<file path="src/hw/rtl/tbrl_pkg.sv">
// Shared types and constants for the token bucket rate limiter.
package tbrl_pkg;

  // Field widths
  localparam int CLIENT_W = 8;
  localparam int TIME_W   = 32;
  localparam int CFG_W    = 16;
  localparam int MILLI_W  = 26;
  localparam int COUNT_W  = 32;
  localparam int PROD_W   = TIME_W + CFG_W;
  localparam int SUM_W    = PROD_W + 1;

  // Stream and configuration port widths
  localparam int IN_DATA_W  = 40;
  localparam int OUT_DATA_W = 72;
  localparam int CFG_IDX_W  = 2;

  // Table depth default
  localparam int CLIENT_ENTRIES_DEF = 256;

  // One token in milli-tokens
  localparam logic [9:0] MILLI_PER_TOKEN = 10'd1000;

  // Register indexes
  localparam logic [CFG_IDX_W-1:0] REG_RATE  = 2'd0;
  localparam logic [CFG_IDX_W-1:0] REG_BURST = 2'd1;
  localparam logic [CFG_IDX_W-1:0] REG_BLOCK = 2'd2;

  // Register reset values
  localparam logic [CFG_W-1:0] RATE_RST  = 16'd10;
  localparam logic [CFG_W-1:0] BURST_RST = 16'd20;
  localparam logic [CFG_W-1:0] BLOCK_RST = 16'd0;

  // One bucket table entry
  typedef struct packed {
    logic               valid;
    logic [MILLI_W-1:0] milli;
    logic [TIME_W-1:0]  last_ms;
    logic               blk_active;
    logic [TIME_W-1:0]  blk_end;
  } entry_t;

  // Controller to datapath commands
  typedef struct packed {
    logic clr_wr;
    logic load_in;
    logic mem_rd;
    logic mul_en;
    logic lvl_en;
    logic upd_en;
  } cmd_t;

  // Datapath to controller status
  typedef struct packed {
    logic clr_last;
    logic out_stall;
  } stat_t;

endpackage

</file>
<file path="src/hw/rtl/tbrl_ctrl.sv">
// Controller state machine: table clearing pass and per-word sequencing.
module tbrl_ctrl
  import tbrl_pkg::*;
(
  input  logic  clk,
  input  logic  rst_n,
  input  logic  in_tvalid,
  output logic  in_tready,
  input  stat_t st,
  output cmd_t  cmd
);

  typedef enum logic [2:0] {
    S_CLR,
    S_IDLE,
    S_RD,
    S_MUL,
    S_LVL,
    S_UPD
  } state_t;

  state_t state_r;
  logic   in_ready_r;

  assign in_tready = in_ready_r;

  // Decode commands from state
  always_comb begin
    cmd         = '0;
    cmd.clr_wr  = (state_r == S_CLR);
    cmd.load_in = in_tvalid && in_ready_r;
    cmd.mem_rd  = (state_r == S_RD);
    cmd.mul_en  = (state_r == S_MUL);
    cmd.lvl_en  = (state_r == S_LVL);
    cmd.upd_en  = (state_r == S_UPD) && !st.out_stall;
  end

  // Hold state and the input ready flag
  always_ff @(posedge clk) begin
    if (!rst_n) begin
      state_r    <= S_CLR;
      in_ready_r <= 1'b0;
    end else begin
      case (state_r)
        S_CLR: begin
          if (st.clr_last) begin
            state_r    <= S_IDLE;
            in_ready_r <= 1'b1;
          end
        end
        S_IDLE: begin
          if (in_tvalid && in_ready_r) begin
            state_r    <= S_RD;
            in_ready_r <= 1'b0;
          end
        end
        S_RD:  state_r <= S_MUL;
        S_MUL: state_r <= S_LVL;
        S_LVL: state_r <= S_UPD;
        S_UPD: begin
          if (!st.out_stall) begin
            state_r    <= S_IDLE;
            in_ready_r <= 1'b1;
          end
        end
        default: begin
          state_r    <= S_CLR;
          in_ready_r <= 1'b0;
        end
      endcase
    end
  end

endmodule

</file>
<file path="config.mk">
export PLATFORM = sky130hd
export DESIGN_NAME = tbrl_ctrl
export DESIGN_NICKNAME = d
export VERILOG_FILES = /design/src/hw/rtl/tbrl_pkg.sv /design/src/hw/rtl/tbrl_ctrl.sv
export SDC_FILE = /design/constraint.sdc
export NUM_CORES = 1
export LEC_CHECK = 0
export ABC_AREA = 0
export BUFFER_PORTS_ARGS = -buffer_cell sky130_fd_sc_hd__buf_4
export CORE_AREA = 10 10 47 49
export CTS_CLUSTER_SIZE = 20
export DETAILED_ROUTE_END_ITERATION = 6
export DIE_AREA = 0 0 57 59
export GPL_ROUTABILITY_DRIVEN = 0
export PLACE_DENSITY = 0.36
export SKIP_LAST_GASP = 1
export SLEW_MARGIN = 30
export SYNTH_ARGS = -nofsm -noshare
export SYNTH_HDL_FRONTEND = slang
export SYNTH_SLANG_ARGS = --single-unit
</file>
<file path="constraint.sdc">
create_clock -name clk -period 1.2 [get_ports clk]
set_input_delay 0.12 -clock clk [delete_from_list [all_inputs] [get_ports clk]]
set_output_delay 0.12 -clock clk [all_outputs]
set_load 0.05 [all_outputs]
</file>
==> report_table.html <==
<table>
<tr><th>Metric</th><th>Value</th></tr>
<tr><th colspan="2">Run status</th></tr>
<tr><td>Result of the run</td><td>completed</td></tr>
<tr><th colspan="2">Pwr</th></tr>
<tr><td>Total power per unit cell area</td><td>around 1100 nW/um^2</td></tr>
<tr><td>Sw frac</td><td>38.1%</td></tr>
<tr><td>P_leak</td><td>between 0.2 and 0.25 nW</td></tr>
<tr><td>Power share of the sequential group</td><td>27.4%</td></tr>
<tr><td>Power, Total</td><td>0.000613 W</td></tr>
<tr><td>Int Power</td><td>around 0.00038 W</td></tr>
<tr><td>Worst supply voltage drop on vdd</td><td>just over 500 uV</td></tr>
<tr><td>Power dissipated by switching net loads</td><td>about 0.00023 W</td></tr>
<tr><td>Combinational cell fraction of total power</td><td>roughly 44%</td></tr>
<tr><td>Part of the power in the clock network</td><td>around 28%</td></tr>
<tr><th colspan="2">Timing</th></tr>
<tr><td>Max-slew violation count</td><td>0</td></tr>
<tr><td>Fin. Hold Viols</td><td>0</td></tr>
<tr><td>PnR worst setup slack</td><td>0.00403 ns</td></tr>
<tr><td>Achievable Freq</td><td>roughly 0.84 GHz</td></tr>
<tr><td>Relative slew slack</td><td>~87%</td></tr>
<tr><td>Slew at the pin closest to its max-slew limit</td><td>between 0.15 and 0.2 ns</td></tr>
<tr><td>Fin crit share</td><td>99.7%</td></tr>
<tr><td>Fin crit period</td><td>~1.2 ns</td></tr>
<tr><td>RSZ-0062 raised after global routing</td><td>yes</td></tr>
<tr><td>Final setup TNS</td><td>0 ns</td></tr>
<tr><td>Clock skew</td><td>roughly 0.0019 ns</td></tr>
<tr><td>Number of endpoints failing setup at the final stage</td><td>0</td></tr>
<tr><th colspan="2">CTS</th></tr>
<tr><td>Later-pin clock latency in the skew report</td><td>~0.24 ns</td></tr>
<tr><td>CTS tree</td><td>yes</td></tr>
<tr><td>Clock slew at reported path FFs</td><td>~0.04 ns</td></tr>
<tr><td>Maximum clock path buffer count</td><td>2</td></tr>
<tr><td>Total clock buffers created by CTS</td><td>3</td></tr>
<tr><td>Num Clock Sinks</td><td>4</td></tr>
<tr><td>H-Tree Level Count</td><td>1</td></tr>
<tr><td>Number of hold buffers added after CTS</td><td>0</td></tr>
<tr><td>CTS root buf</td><td>clkbuf_4</td></tr>
<tr><th colspan="2">Worst setup path</th></tr>
<tr><td>Reg-to-reg critical path startpoint</td><td>state_r[1]$_SDFFE_PN0P_</td></tr>
<tr><td>Critical path required time</td><td>around 1.1 ns</td></tr>
<tr><td>Worst setup EP type</td><td>primary output</td></tr>
<tr><td>Start-to-end type of the worst setup path</td><td>flip-flop to primary output</td></tr>
<tr><td>First element of the critical path</td><td>state_r[2]$_SDFFE_PN0P_</td></tr>
<tr><td>Type of origin of the critical path</td><td>flip-flop</td></tr>
<tr><td>WP buf/inv</td><td>2</td></tr>
<tr><td>Data arrival time of the critical path</td><td>about 1.1 ns</td></tr>
<tr><td>Worst-path cell with the longest stage delay</td><td>dfxtp_4</td></tr>
<tr><td>Crit-path leading delay family</td><td>flip-flops</td></tr>
<tr><td>Critical-path cell list</td><td>buf_12 &gt; nor3_4 &gt; buf_6</td></tr>
<tr><td>Maximum fanout along the worst path</td><td>4</td></tr>
<tr><td>Longest individual stage delay on the worst path</td><td>0.35 ns</td></tr>
<tr><th colspan="2">Global route</th></tr>
<tr><td>Overflow after GRT</td><td>0</td></tr>
<tr><td>Antenna violations before repair</td><td>0</td></tr>
<tr><td>Number of global-route vias before repair</td><td>around 360</td></tr>
<tr><td>First-pass GRT wire length</td><td>1630 um</td></tr>
<tr><td>Largest net degree at the start of global routing</td><td>8</td></tr>
<tr><td>Overall routing resource usage</td><td>about 6.1%</td></tr>
<tr><th colspan="2">Worst hold path</th></tr>
<tr><td>Origin of the worst min-delay path</td><td>rst_n</td></tr>
<tr><td>Hold Path Class</td><td>primary input to flip-flop</td></tr>
<tr><th colspan="2">Synth</th></tr>
<tr><td>Top cells by area, synth</td><td>dfxtp_1, nor3_1, nor2b_1, a21oi_1, nor2_1</td></tr>
<tr><td>Syn nets</td><td>41</td></tr>
<tr><td>Yosys warning count</td><td>0</td></tr>
<tr><td>Post-synth cell types</td><td>19</td></tr>
<tr><td>Most area-hungry cell type in the Yosys netlist</td><td>dfxtp_1</td></tr>
<tr><td>Register bit total from synthesis</td><td>4</td></tr>
<tr><td>Share of synthesized area occupied by flip-flops and latches</td><td>30.9%</td></tr>
<tr><td>Mapped Avg Cell Area</td><td>about 7.2 um^2</td></tr>
<tr><td>Cell area after synthesis</td><td>about 260 um^2</td></tr>
<tr><td>Instance count of the mapped netlist</td><td>36</td></tr>
<tr><td>Synth top area share</td><td>about 30%</td></tr>
<tr><th colspan="2">Job</th></tr>
<tr><td>Maximum capacitance violations</td><td>0</td></tr>
<tr><th colspan="2">Layout</th></tr>
<tr><td>Area growth from synthesis to final layout</td><td>109%</td></tr>
<tr><td>Number of inserted diodes</td><td>0</td></tr>
<tr><td>Share of cells above drive strength 1</td><td>between 60% and 70%</td></tr>
<tr><td>Filler cell count in the final layout</td><td>between 150 and 200</td></tr>
<tr><td>Final core area utilization</td><td>approximately 39%</td></tr>
<tr><td>Number of nets in the final layout</td><td>between 60 and 70</td></tr>
<tr><th colspan="2">Place</th></tr>
<tr><td>IO Port Bufs</td><td>11</td></tr>
<tr><td>Hpwl dp</td><td>between 600 and 700 um</td></tr>
<tr><td>Pre-CTS setup slack</td><td>about 0.026 ns</td></tr>
<tr><th colspan="2">Detailed routing</th></tr>
<tr><td>Routed wire length</td><td>a little under 1000 um</td></tr>
<tr><td>Residual DRC</td><td>0</td></tr>
<tr><td>Via/cell ratio</td><td>between 4 and 5</td></tr>
<tr><td>Length of the first detailed-routing pass in iterations</td><td>4</td></tr>
<tr><td>Violation count after the first detailed-route iteration</td><td>4</td></tr>
<tr><td>DRT antenna net count</td><td>0</td></tr>
<tr><td>Overall via count from detail_route</td><td>332</td></tr>
<tr><td>Mean routed wirelength per cell</td><td>about 13 um</td></tr>
<tr><th colspan="2">Floorplan</th></tr>
<tr><td>Io pins</td><td>12</td></tr>
<tr><td>Die extent in y</td><td>59 um</td></tr>
<tr><td>Starting density of the core</td><td>18.5%</td></tr>
<tr><td>Die width</td><td>57 um</td></tr>
<tr><td>Placement Rows</td><td>14</td></tr>
<tr><td>Core area</td><td>roughly 1400 um^2</td></tr>
<tr><td>Die outline area</td><td>3360 um^2</td></tr>
</table>
## stage by stage
stage	area [um^2]	hold slack [ns]	instances
after floorplan	288	0.242	36
after global placement	397	0.366	64
after detailed placement	397	0.353	64
after CTS	522	0.108	72
after global routing	542	0.118	74
final	542	0.114	74
## flip-flops by register name, indices dropped and copies added, names as in the netlist
register   cells
state_r        3
in_tready      1
## synth_stat cells
cell,instances
dfxtp_1,4
nand2b_1,2
o211ai_2,1
nor3_1,4
inv_1,1
xnor2_1,1
buf_6,1
o22ai_1,1
inv_2,2
buf_2,1
nor2_1,4
nand2_1,3
o21ai_1,1
a311oi_1,1
a21oi_1,3
and2_1,1
a31oi_1,1
o21ai_0,1
nor2b_1,3
## cells in the final DEF, fill, tap and decap left out, types with 2 or more instances in the layout
cell type | Yosys | routed
nand2b_1 | 2 | 2
nor2b_1 | 3 | 3
nor3_4 | 0 | 3
dfxtp_4 | 0 | 3
buf_6 | 1 | 7
buf_4 | 0 | 13
nor2_2 | 0 | 2
nand2_1 | 3 | 2
clkbuf_4 | 0 | 3
a21oi_1 | 3 | 3
nor2_1 | 4 | 2
## power by group through the flow
| stage | Combinational [W] | Clock (W) | Sequential (W) |
|---|---|---|---|
| 2_1_floorplan | 0.000148 | 0 | 0.000181 |
| 5_1_grt | 0.000292 | 0.000187 | 0.000170 |
| 3_5_place_dp | 0.000217 | 0 | 0.000173 |
| 4_1_cts | 0.000255 | 0.000180 | 0.000168 |
| 3_3_place_gp | 0.000218 | 0 | 0.000171 |
| 6_report | 0.000271 | 0.000174 | 0.000168 |
## what timing repair did
item | CTS | global route
gates resized for setup | 16 | 2
setup buffers | 5 | 2
setup endpoints to repair | 5 | 5
pin swaps | 4 | 3
## cell families after synthesis
| logic type | synth area share [%] |
|---|---|
| xor gates and xnor gates | 3.38 |
| and+or+nand+nor | 32.4 |
| buffers and inverters | 10.6 |
| DFF | 30.9 |
| AOI/OAI and AO/OA | 22.7 |
## layer usage
layer / share of wire, % / GRT usage, %
met1: 45 / 6.67
met2: 45 / 8.68
met3: 9.2 / 4.08
met4: 0 / 3.02
met5: 0 / 0
## path summary, 6_finish.rpt
kind | slack (ns) | endpoint | cells after the start
max | 0.004 | cmd[5] | 3
min | 0.11 | state_r[0]$_SDFFE_PN0P_ | 2
max reg2reg | 0.10 | in_tready$_SDFFE_PN0P_ | 5
min reg2reg | 0.55 | in_tready$_SDFFE_PN0P_ | 2
## layout make-up
cell class | instances | area [um^2] | area share [%]
Multi-Input combinational cell | 27 | 193 | 35.6
Timing Repair Buffer | 21 | 196 | 36.3
Clock buffer | 3 | 22.5 | 4.16
Sequential cell | 4 | 92.6 | 17.1
Inverter | 3 | 17.5 | 3.23
Tap cell | 16 | 20.0 | 3.70
Power figures use the tool's default switching activity.
